$ cat config.mk
export PLATFORM = sky130hd
export DESIGN_NAME = tmcr_queue
export DESIGN_NICKNAME = d
export VERILOG_FILES = /design/src/hw/rtl/tmcr_pkg.sv /design/src/hw/rtl/tmcr_queue.sv
export SDC_FILE = /design/constraint.sdc
export NUM_CORES = 1
export LEC_CHECK = 0
export BUFFER_PORTS_ARGS = -buffer_cell sky130_fd_sc_hd__buf_4
export CORE_UTILIZATION = 50
export CTS_CLUSTER_SIZE = 25
export DETAILED_ROUTE_END_ITERATION = 10
export MAX_ROUTING_LAYER = met4
export PLACE_DENSITY = 0.71
export SLEW_MARGIN = 25
export SYNTH_ARGS = -nofsm -noshare
export SYNTH_HDL_FRONTEND = slang
export SYNTH_SLANG_ARGS = --single-unit
$ cat constraint.sdc
create_clock -name clk -period 2.1 [get_ports clk]
set_input_delay 0 -clock clk [delete_from_list [all_inputs] [get_ports clk]]
set_output_delay 0 -clock clk [all_outputs]
set_load 0.05 [all_outputs]
$ cat src/hw/rtl/tmcr_pkg.sv
package tmcr_pkg;

  // Default geometry
  localparam int CELLS_DEF       = 2400;
  localparam int GLYPH_LINES_DEF = 16;

  // Field widths of the stream payload
  localparam int CELL_W  = 12;
  localparam int LINE_W  = 4;
  localparam int BYTE_W  = 8;
  localparam int PIX_W   = 64;
  localparam int KIND_W  = 2;

  // Input item kinds
  localparam logic [KIND_W-1:0] KIND_BUS_WRITE = 2'd0;
  localparam logic [KIND_W-1:0] KIND_BUS_READ  = 2'd1;
  localparam logic [KIND_W-1:0] KIND_RENDER    = 2'd2;
  localparam logic [KIND_W-1:0] KIND_FONT_LOAD = 2'd3;

  // Bus registers
  localparam logic [BYTE_W-1:0] REG_CHAR = 8'd0;
  localparam logic [BYTE_W-1:0] REG_ATTR = 8'd1;
  localparam logic [BYTE_W-1:0] REG_CTRL = 8'd3;

  // Control value that homes the cursor
  localparam logic [BYTE_W-1:0] CTRL_HOME = 8'd10;

  // Result kinds
  localparam logic RES_READ  = 1'b0;
  localparam logic RES_PIXEL = 1'b1;

  // Back-end operations
  localparam int OP_W = 3;
  localparam logic [OP_W-1:0] OP_WCHAR  = 3'd0;
  localparam logic [OP_W-1:0] OP_WATTR  = 3'd1;
  localparam logic [OP_W-1:0] OP_READ   = 3'd2;
  localparam logic [OP_W-1:0] OP_RENDER = 3'd3;
  localparam logic [OP_W-1:0] OP_RZERO  = 3'd4;
  localparam logic [OP_W-1:0] OP_FONT   = 3'd5;

  // Command queue between front and back
  localparam int QUEUE_DEPTH = 4;
  localparam int QPTR_W      = 2;

  typedef struct packed {
    logic [OP_W-1:0]   op;
    logic [CELL_W-1:0] addr;
    logic [BYTE_W-1:0] data;
    logic [BYTE_W-1:0] code;
    logic [LINE_W-1:0] line;
  } cmd_t;

endpackage

$ cat src/hw/rtl/tmcr_queue.sv
module tmcr_queue (
  input  logic           clk,
  input  logic           rst,
  input  logic           push,
  input  tmcr_pkg::cmd_t push_cmd,
  output logic           full,
  input  logic           pop,
  output logic           empty,
  output tmcr_pkg::cmd_t head
);

  tmcr_pkg::cmd_t                entries [tmcr_pkg::QUEUE_DEPTH];
  logic [tmcr_pkg::QPTR_W-1:0]   wr_ptr;
  logic [tmcr_pkg::QPTR_W-1:0]   rd_ptr;
  logic [tmcr_pkg::QPTR_W:0]     count;

  assign full  = count == (tmcr_pkg::QPTR_W + 1)'(tmcr_pkg::QUEUE_DEPTH);
  assign empty = count == '0;
  assign head  = entries[rd_ptr];

  // Store pushed commands
  always_ff @(posedge clk) begin
    if (push) begin
      entries[wr_ptr] <= push_cmd;
    end
  end

  // Track pointers and fill level
  always_ff @(posedge clk) begin
    if (rst) begin
      wr_ptr <= '0;
      rd_ptr <= '0;
      count  <= '0;
    end else begin
      if (push) begin
        wr_ptr <= wr_ptr + tmcr_pkg::QPTR_W'(1);
      end
      if (pop) begin
        rd_ptr <= rd_ptr + tmcr_pkg::QPTR_W'(1);
      end
      if (push && !pop) begin
        count <= count + (tmcr_pkg::QPTR_W + 1)'(1);
      end else if (pop && !push) begin
        count <= count - (tmcr_pkg::QPTR_W + 1)'(1);
      end
    end
  end

endmodule

==> metrics.md <==
| Metric | Value |
|---|---|
| CP max FO | `35` |
| Post-synthesis async set-or-reset flop share | `0%` |
| Critical Path RT | `2100 ps` |
| Worst setup margin | `101.6 ps` |
| Seq/Total Area, Yosys | `79.26%` |
| Initial DRC Count | `141` |
| Post-Synthesis Cells | `227` |
| Wire length per cell | `18.40 um` |
| Largest area contributor in the netlist | `edfxtp_1` |
| Initial core utilization | `51.25%` |
| Synthesis warning total | `0` |
| Slew HR | `80.30%` |
| # Post-CTS Setup Buffers | `0` |
| Hold WC Path Type | `input pin to register` |
| Reg-to-Reg End | `count[2]$_SDFFE_PP0P_` |
| IO Port Bufs | `75` |
| Share of cells above drive strength 1 | `39.19%` |
| Top-area cell type share of the netlist area | `76.00%` |
| Clk Latency, worst-skew pair | `520 ps` |
| Post-Route WL | `9.386 mm` |
| Min-Delay Endpoint | `entries[0][4]$_DFFE_PP_` |
| Detail Route Antenna Nets | `0` |
| Die W | `107.2 um` |
| Vias in the first global route | `2747` |
| Critical Path Start Type | `register` |
| Hold Crit Depth | `2` |
| RSZ-0062 raised after global routing | `no` |
| CORE AREA | `10790 um2` |
| Top FF cell, synth | `edfxtp_1` |
| # setup viols final | `0` |
| Setup Crit Path Kind | `register to output pin` |
| CTS clk-pin slew, worst paths | `60 ps` |
| H-tree levels | `4` |
| Sum of buffers and inverters on the critical path | `2` |
| EDFF count, synth | `140` |
| Clk sink count | `149` |
| Pin count of the biggest net entering global routing | `36` |
| Crit. End Element | `output pin` |
| GRT overflow | `0` |
| CTS root buffer | `clkbuf_8` |
| Commonest cells post-synth | `140 x edfxtp_1, 30 x mux4_2, 9 x dfxtp_1, 7 x nor2_1` |
| Initial antenna violation count | `0` |
| Avg Inst Size Synth | `24.37 um2` |
| Hold_sp | `push_cmd[4]` |
| Pwr/cell area | `1043 nW/um2` |
| First-pass detailed-route iteration total | `4` |
| CTS tree | `yes` |
| Worst-Margin Slew | `295.5 ps` |
| Clk_skew | `4.419 ps` |
| Via density | `5.212` |
| Cts hold-fix bufs | `39` |
| Flops & latches, synth | `149` |
| Post-Syn Area | `5532 um2` |
| First-pass GRT wire length | `14.81 mm` |
| Most common cell in the netlist | `edfxtp_1` |
| Final nets | `402` |
| Critical Path Max Stage Delay | `640 ps` |
| Place WS | `620.0 ps` |
| Via count | `2658` |
| Die height | `107.2 um` |
| Largest delay share family, worst path | `multiplexers` |
| Reg-to-Reg Start | `count[0]$_SDFFE_PP0P_` |
| HPWL after DPL | `5.273 mm` |
| DRC viols | `0` |
| Slew Limit Fails | `0` |
| F_max | `500.4 MHz` |
| Crit-path slowest cell | `mux4_1` |
| Setup TNS | `0 ps` |
| Status | `finished clean` |
| Dominant cells by area after synthesis | `edfxtp_1 76%, mux4_2 12%, dfxtp_1 3.3%` |
| Gpl congestion | `0.6688` |
| Period minus WS final | `1998 ps` |
| # Max-Cap Violations | `0` |
| Maximum VDD drop | `0.5207 mV` |
| Area Overhead vs Synth | `32.28%` |
| Antenna cells | `0` |
| Ports | `76` |
| Critical Path AT | `2000 ps` |
| Hold Vio Cnt, Final | `0` |
| Leak | `2.582 nW` |
| CTS Buffer Depth | `2` |
| Worst-case reg-to-reg path depth | `4` |
| Yosys cell types | `23` |
| All-Layer GR Usage | `18.91%` |
| Final period util | `95.16%` |
| Die area | `11490 um2` |
| CTS buffer count | `17` |
| Critical path cell sequence | `buf_12 > mux4_1 > buf_4` |
| Flop-to-flop setup slack | `620 ps` |
| Synth Net Count | `272` |
| Rows | `38` |
| CTS resizes | `0` |
==> cell families (layout without fill, tap and decap cells) <==
family / after synthesis / after routing / share of synthesized area [%]
compound gates: 2 / 2 / 0.1808
xor+xnor: 5 / 5 / 0.7918
flops: 149 / 149 / 79.26
mux: 37 / 37 / 14.95
buf+inv: 13 / 156 / 1.990
fa+ha+maj: 6 / 6 / 1.493
simple gates: 15 / 15 / 1.335
==> worst max path at each step <==
stage | from | endpoint | slack [ps] | cells after the start
floorplan | wr_ptr[0]$_SDFFE_PP0P_ | entries[2][0]$_DFFE_PP_ | 310 | 3
detailed placement | count[0]$_SDFFE_PP0P_ | count[2]$_SDFFE_PP0P_ | 620 | 4
CTS | register | head[34] | 50 | 3
global route | register | head[34] | 9 | 3
global placement | register | head[34] | 640 | 3
finish | register | head[34] | 100 | 3
==> layer usage <==
layer / vias up / share of wire (%) / global-route usage [%] / wire [um]
met4: 0 / 1.2 / 7.926 / 114
met1: 1354 / 44 / 24.23 / 4126
met5: - / 0 / - / 0
met3: 10 / 4.8 / 5.957 / 455
li1: 1208 / - / - / -
met2: 86 / 50 / 28.25 / 4690
==> flip-flops by register name, summed over array words and instances (netlist names), named ones only <==
| signal | count |
|---|---|
| count | 3 |
| entries | 140 |
| rd_ptr | 2 |
| wr_ptr | 2 |
==> area by class of cell <==
cell class	count	area, um2
Sequential cell	149	4387
Fill cell	706	3476
Timing Repair Buffer	120	1074
Multi-Input combinational cell	65	1042
Clock buffer	29	606.8
Tap cell	140	175.2
Clock inverter	3	17.52
Inverter	4	15.01
==> through the flow <==
step                      power, mW  hold WS (ps)  instances  cell area (um2)  utilization [%]
after floorplan               4.274         98.87        227             5532                -
after global placement        4.605         199.7        439             6302            58.39
after detailed placement      4.628         204.1        439             6302            58.39
after CTS                     7.715         194.4        510             7317            67.80
after global routing          7.890         199.3        510             7317            67.80
final                         7.631         225.4        510             7317            67.80
==> report_power, final <==
group | leakage [nW] | switching (mW) | internal, mW | total (mW)
combinational | 0.910 | 0.708 | 0.451 | 1.16
sequential | 1.36 | 0.0458 | 3.41 | 3.45
clock | 0.310 | 1.07 | 1.94 | 3.02
total | 2.58 | 1.83 | 5.80 | 7.63
==> cell usage in the layout, fill, tap and decap left out, types with 5 or more instances in the layout <==
master / count
ha_1: 5
buf_4: 75
buf_12: 6
dfxtp_1: 7
dlygate4sd3_1: 39
mux4_1: 5
mux4_2: 30
edfxtp_1: 140
nor2_1: 7
clkbuf_16: 22
Power figures use the tool's default switching activity.
