$ cat src/hw/rtl/tmcr_pkg.sv
package tmcr_pkg;

  // Default geometry
  localparam int CELLS_DEF       = 2400;
  localparam int GLYPH_LINES_DEF = 16;

  // Field widths of the stream payload
  localparam int CELL_W  = 12;
  localparam int LINE_W  = 4;
  localparam int BYTE_W  = 8;
  localparam int PIX_W   = 64;
  localparam int KIND_W  = 2;

  // Input item kinds
  localparam logic [KIND_W-1:0] KIND_BUS_WRITE = 2'd0;
  localparam logic [KIND_W-1:0] KIND_BUS_READ  = 2'd1;
  localparam logic [KIND_W-1:0] KIND_RENDER    = 2'd2;
  localparam logic [KIND_W-1:0] KIND_FONT_LOAD = 2'd3;

  // Bus registers
  localparam logic [BYTE_W-1:0] REG_CHAR = 8'd0;
  localparam logic [BYTE_W-1:0] REG_ATTR = 8'd1;
  localparam logic [BYTE_W-1:0] REG_CTRL = 8'd3;

  // Control value that homes the cursor
  localparam logic [BYTE_W-1:0] CTRL_HOME = 8'd10;

  // Result kinds
  localparam logic RES_READ  = 1'b0;
  localparam logic RES_PIXEL = 1'b1;

  // Back-end operations
  localparam int OP_W = 3;
  localparam logic [OP_W-1:0] OP_WCHAR  = 3'd0;
  localparam logic [OP_W-1:0] OP_WATTR  = 3'd1;
  localparam logic [OP_W-1:0] OP_READ   = 3'd2;
  localparam logic [OP_W-1:0] OP_RENDER = 3'd3;
  localparam logic [OP_W-1:0] OP_RZERO  = 3'd4;
  localparam logic [OP_W-1:0] OP_FONT   = 3'd5;

  // Command queue between front and back
  localparam int QUEUE_DEPTH = 4;
  localparam int QPTR_W      = 2;

  typedef struct packed {
    logic [OP_W-1:0]   op;
    logic [CELL_W-1:0] addr;
    logic [BYTE_W-1:0] data;
    logic [BYTE_W-1:0] code;
    logic [LINE_W-1:0] line;
  } cmd_t;

endpackage

$ cat src/hw/rtl/tmcr_front.sv
module tmcr_front #(
  parameter int CELLS       = tmcr_pkg::CELLS_DEF,
  parameter int GLYPH_LINES = tmcr_pkg::GLYPH_LINES_DEF
) (
  input  logic                clk,
  input  logic                rst,
  input  logic                s_tvalid,
  output logic                s_tready,
  input  logic [39:0]         s_tdata,
  input  logic [1:0]          s_tuser,
  input  logic                q_full,
  input  logic                clearing,
  output logic                push,
  output tmcr_pkg::cmd_t      push_cmd
);

  localparam int AW = (CELLS > 1) ? $clog2(CELLS) : 1;

  logic [AW-1:0] cursor;
  logic [AW-1:0] cursor_next;
  logic [AW-1:0] prev_cell;
  logic [7:0]    bus_reg;
  logic [7:0]    value;
  logic [11:0]   cell_index;
  logic [3:0]    glyph_line;
  logic [7:0]    glyph_code;
  logic          accept;
  logic          cell_bad;
  logic          line_bad;

  // Unpack the item
  assign bus_reg    = s_tdata[7:0];
  assign value      = s_tdata[15:8];
  assign cell_index = s_tdata[27:16];
  assign glyph_line = s_tdata[31:28];
  assign glyph_code = s_tdata[39:32];

  assign s_tready = !clearing && !q_full;
  assign accept   = s_tvalid && s_tready;

  assign prev_cell = (cursor != '0) ? cursor - AW'(1) : AW'(CELLS - 1);
  assign cell_bad  = {1'b0, cell_index} >= 13'(CELLS);
  assign line_bad  = {1'b0, glyph_line} >= 5'(GLYPH_LINES);

  // Classify the item into a back-end command and the next cursor
  always_comb begin
    push          = 1'b0;
    cursor_next   = cursor;
    push_cmd.op   = tmcr_pkg::OP_RZERO;
    push_cmd.addr = cell_index;
    push_cmd.data = value;
    push_cmd.code = glyph_code;
    push_cmd.line = glyph_line;
    case (s_tuser)
      tmcr_pkg::KIND_BUS_WRITE: begin
        if (bus_reg == tmcr_pkg::REG_CHAR) begin
          push          = accept;
          push_cmd.op   = tmcr_pkg::OP_WCHAR;
          push_cmd.addr = 12'(cursor);
          cursor_next   = (cursor == AW'(CELLS - 1)) ? '0 : cursor + AW'(1);
        end else if (bus_reg == tmcr_pkg::REG_ATTR) begin
          push          = accept;
          push_cmd.op   = tmcr_pkg::OP_WATTR;
          push_cmd.addr = 12'(prev_cell);
        end else if (bus_reg == tmcr_pkg::REG_CTRL) begin
          if (value == tmcr_pkg::CTRL_HOME) begin
            cursor_next = '0;
          end
        end
      end
      tmcr_pkg::KIND_BUS_READ: begin
        push          = accept;
        push_cmd.op   = tmcr_pkg::OP_READ;
        push_cmd.addr = 12'(prev_cell);
      end
      tmcr_pkg::KIND_RENDER: begin
        push        = accept;
        push_cmd.op = (cell_bad || line_bad) ? tmcr_pkg::OP_RZERO : tmcr_pkg::OP_RENDER;
      end
      default: begin
        push        = accept && !line_bad;
        push_cmd.op = tmcr_pkg::OP_FONT;
      end
    endcase
  end

  // Advance the cursor on accepted items
  always_ff @(posedge clk) begin
    if (rst) begin
      cursor <= '0;
    end else if (accept) begin
      cursor <= cursor_next;
    end
  end

endmodule

$ cat config.mk
export PLATFORM = sky130hd
export DESIGN_NAME = tmcr_front
export DESIGN_NICKNAME = d
export VERILOG_FILES = /design/src/hw/rtl/tmcr_pkg.sv /design/src/hw/rtl/tmcr_front.sv
export SDC_FILE = /design/constraint.sdc
export NUM_CORES = 1
export LEC_CHECK = 0
export BUFFER_PORTS_ARGS = -buffer_cell sky130_fd_sc_hd__buf_2
export CAP_MARGIN = 20
export CORE_AREA = 10 10 74 82
export CTS_BUF_LIST = sky130_fd_sc_hd__clkbuf_16
export CTS_CLUSTER_DIAMETER = 30
export CTS_CLUSTER_SIZE = 25
export DETAILED_ROUTE_END_ITERATION = 12
export DIE_AREA = 0 0 84 92
export GPL_TIMING_DRIVEN = 1
export PLACE_DENSITY = 0.79
export SYNTH_ARGS = -nofsm -noshare
export SYNTH_HDL_FRONTEND = slang
export SYNTH_SLANG_ARGS = --single-unit
export TNS_END_PERCENT = 30
$ cat constraint.sdc
create_clock -name clk -period 2.8 [get_ports clk]
set_input_delay 0.7 -clock clk [delete_from_list [all_inputs] [get_ports clk]]
set_output_delay 0.7 -clock clk [all_outputs]
set_load 0.02 [all_outputs]
==> impl_metrics.csv <==
group,metric,value,unit
critical_path,end_kind,"primary output",
cells_and_area,largest_register_ffs,12,
hold_path,hp-class,"flip-flop to flip-flop",
timing,timing.hold.ws,581,ps
timing,slew_viol_final,0,
timing,clock_skew,1.11,ps
outcome,status,"finished, violations left",
timing,setup_ws,-282,ps
critical_path,r2r_start,"cursor[2]$_SDFFE_PP0P_",
floorplan,die-area,0.00773,mm^2
synthesis,synth.area.top_cells,"dfxtp_1 (13%), buf_4 (8.2%), o21ai_0 (5.5%)",
routing,wl_per_cell,16.7,um
synthesis,synth_edf_count,0,
floorplan,coreArea,0.00449,mm^2
cells_and_area,antenna-diode-count,0,
critical_path,critPathKind,"input pin to primary output",
cells_and_area,seq_area,240,um^2
cells_and_area,area_delta_synth_final,33.3,%
floorplan,dieHeight,92,um
power,power_frac_clock,0.414,
critical_path,crit_path_max_fanout,3,
power,swShare,0.297,
floorplan,fp.dieW,84,um
synthesis,syn_inst,266,
synthesis,yosysWarnings,0,
cells_and_area,fill_cells,426,
routing,vias,2357,
critical_path,arrival,2380,ps
global_routing,antenna_found_initial,0,
floorplan,ios,84,
routing,via_per_inst,6.22,
critical_path,cp.required,2100,ps
clock_network,clk_latency,240,ps
power,power_leakage,1.01,nW
synthesis,async_flop_share,0,
synthesis,ys_ff_latch,12,
cells_and_area,largestRegisters,"cursor (12)",
synthesis,synth_nets,316,
global_routing,grt_pass1_wl,10.4,mm
power,vdd_drop_max,0.170,mV
global_routing,grt.overflow.total,0,
global_routing,gr-usage-all-layers,0.155,
timing,setup_violations,12,
routing,drc_errors,0,
synthesis,synth_cell_types,63,
routing,drt-pass1-iter-count,4,
routing,wl,6.33,mm
power,p_int,0.443,mW
cells_and_area,drive_above_1_share,0.381,
timing,hold_viol,0,
cells_and_area,top_register,"cursor",
place,port_buffers,59,
timing,max_freq,324,MHz
synthesis,yosysTopAreaCellShare,0.131,
cells_and_area,fin_nets,375,
power,power_switching,0.187,mW
synthesis,yosysTopAreaCell,"dfxtp_1",
global_routing,grt_pass1_vias,2262,
place,placed_area,0.00223,mm^2
place,dpl.cell_count,374,
timing,max_slew_margin,0.513,
power,power.total,0.631,mW
timing,grt_setup_unrepaired,"true",
global_routing,grt_max_degree,16,
cells_and_area,fin_area,0.00244,mm^2
synthesis,syn_area,0.00183,mm^2
synthesis,synthTopCellsByCount,"nor2_1 (26), buf_4 (20), o21ai_0 (20)",
synthesis,yosysMostFrequentCell,"nor2_1",
floorplan,initial_utilization,0.407,
clock_network,h-tree-depth,1,
clock_network,cts_root_buf,"clkbuf_16",
floorplan,fp-row-count,26,
cells_and_area,final_core_util,0.543,
clock_network,clock_sinks,12,
clock_network,hold_buffers,0,
routing,drt-initial-drc-count,183,
clock_network,clk_pin_slew,40,ps
timing,period_minus_slack,3080,ps
place,gp_congestion,0.964,
hold_path,holdCritStartpoint,"cursor[11]$_SDFFE_PP0P_",
power,p_per_area,259,mW/mm^2
synthesis,ys.flop_type,"dfxtp_1",
routing,postRouteAntennaNets,0,
synthesis,seq_area_frac_synth,0.131,
clock_network,cts_tree,"built",
critical_path,critPathLaunch,"s_tdata[6]",
timing,worst_pin_slew,720,ps
cells_and_area,final-instance-count-excl-fill,379,
synthesis,syn_avg_cell_area,6.87,um^2
run,maxCapViolCount,0,
power,seq_power_share,0.272,
clock_network,cts_buffer_depth,2,
power,combPwrFrac,0.314,
clock_network,cts_buffers,3,
critical_path,start_kind,"input pin",
timing,period_share,1.10,
place,hpwl,4.80,mm
cells_and_area,multi_input_area,0.00142,mm^2
outcome,violations,"setup timing",
==> cell families (layout without fill, tap and decap cells) <==
family | count (synthesis) | after routing | share of synthesized area
buffers and inverters | 48 | 105 | 0.145
flip-flops | 12 | 12 | 0.131
adder cells (fa/ha/maj) | 3 | 3 | 0.0205
AO/OA/AOI/OAI | 86 | 86 | 0.323
AND/OR/NAND/NOR | 110 | 110 | 0.344
XOR/XNOR | 4 | 4 | 0.0192
multiplexers | 3 | 3 | 0.0164
==> area by class of cell <==
| class | instances | share of cell area |
|---|---|---|
| Clock buffer | 3 | 0.0308 |
| Inverter | 7 | 0.0108 |
| Multi-Input combinational cell | 206 | 0.584 |
| Sequential cell | 12 | 0.0986 |
| Tap cell | 56 | 0.0287 |
| Timing Repair Buffer | 95 | 0.247 |
==> through the flow <==
stage / TNS (ps) / worst slack (ps)
floorplan: -281 / -110
global placement: -2500 / -308
detailed placement: -2920 / -338
CTS: -2610 / -254
global route: -3120 / -326
finish: -2110 / -282
==> worst max-delay path: stages <==
cell,delay (ps)
buf_6,90
or4_4,550
or4_1,410
o21ai_1,90
a221oi_1,90
a221o_1,300
buf_6,140
==> worst paths after layout <==
kind | endpoint | depth (start not counted) | slack [ps]
worst max-delay path | push_cmd[24] | 7 | -280
worst min-delay path | cursor[11]$_SDFFE_PP0P_ | 1 | 580
worst max register to register | cursor[11]$_SDFFE_PP0P_ | 6 | 710
worst min register to register | cursor[11]$_SDFFE_PP0P_ | 1 | 580
==> what timing repair did <==
action	in CTS	in global routing
buffers inserted	0	1
pin swaps	5	6
setup endpoints to repair	14	14
cloned	0	1
gates resized for setup	8	20
==> placed cells by master (no fill, tap or decap), types with 3 or more instances in the layout <==
master | Yosys | routed
o31ai_1 | 6 | 6
buf_2 | 2 | 50
o21ai_0 | 20 | 17
clkbuf_16 | 0 | 3
nor4b_1 | 3 | 3
inv_1 | 6 | 6
mux2i_1 | 3 | 3
xnor2_1 | 4 | 4
nor4_1 | 3 | 3
o21ai_1 | 1 | 3
dfxtp_1 | 12 | 12
a311oi_1 | 4 | 4
nand2_1 | 16 | 16
a22o_1 | 3 | 3
buf_6 | 1 | 4
nand3_1 | 11 | 11
a21oi_1 | 17 | 15
nor3_1 | 13 | 12
ha_1 | 3 | 3
buf_4 | 20 | 41
or3_1 | 8 | 8
nand4_1 | 3 | 3
nand3b_1 | 3 | 3
a221o_1 | 3 | 3
or4_1 | 4 | 3
nor2_1 | 26 | 24
==> per-layer routing <==
| metal | wire, um | part of all wire | global-route usage |
|---|---|---|---|
| met4 | 179 | 0.028 | 0.0824 |
| met2 | 3280 | 0.52 | 0.270 |
| met3 | 440 | 0.069 | 0.0292 |
| met5 | 0 | 0 | 0 |
| met1 | 2430 | 0.38 | 0.173 |
==> power by group through the flow <==
| stage | sequential [mW] | clock (mW) | combinational, mW |
|---|---|---|---|
| after floorplan | 0.175 | 0 | 0.133 |
| after global placement | 0.175 | 0 | 0.178 |
| after detailed placement | 0.175 | 0 | 0.181 |
| after CTS | 0.171 | 0.270 | 0.187 |
| after global routing | 0.171 | 0.275 | 0.213 |
| final | 0.172 | 0.261 | 0.198 |
(Power assumes the default switching activity.)
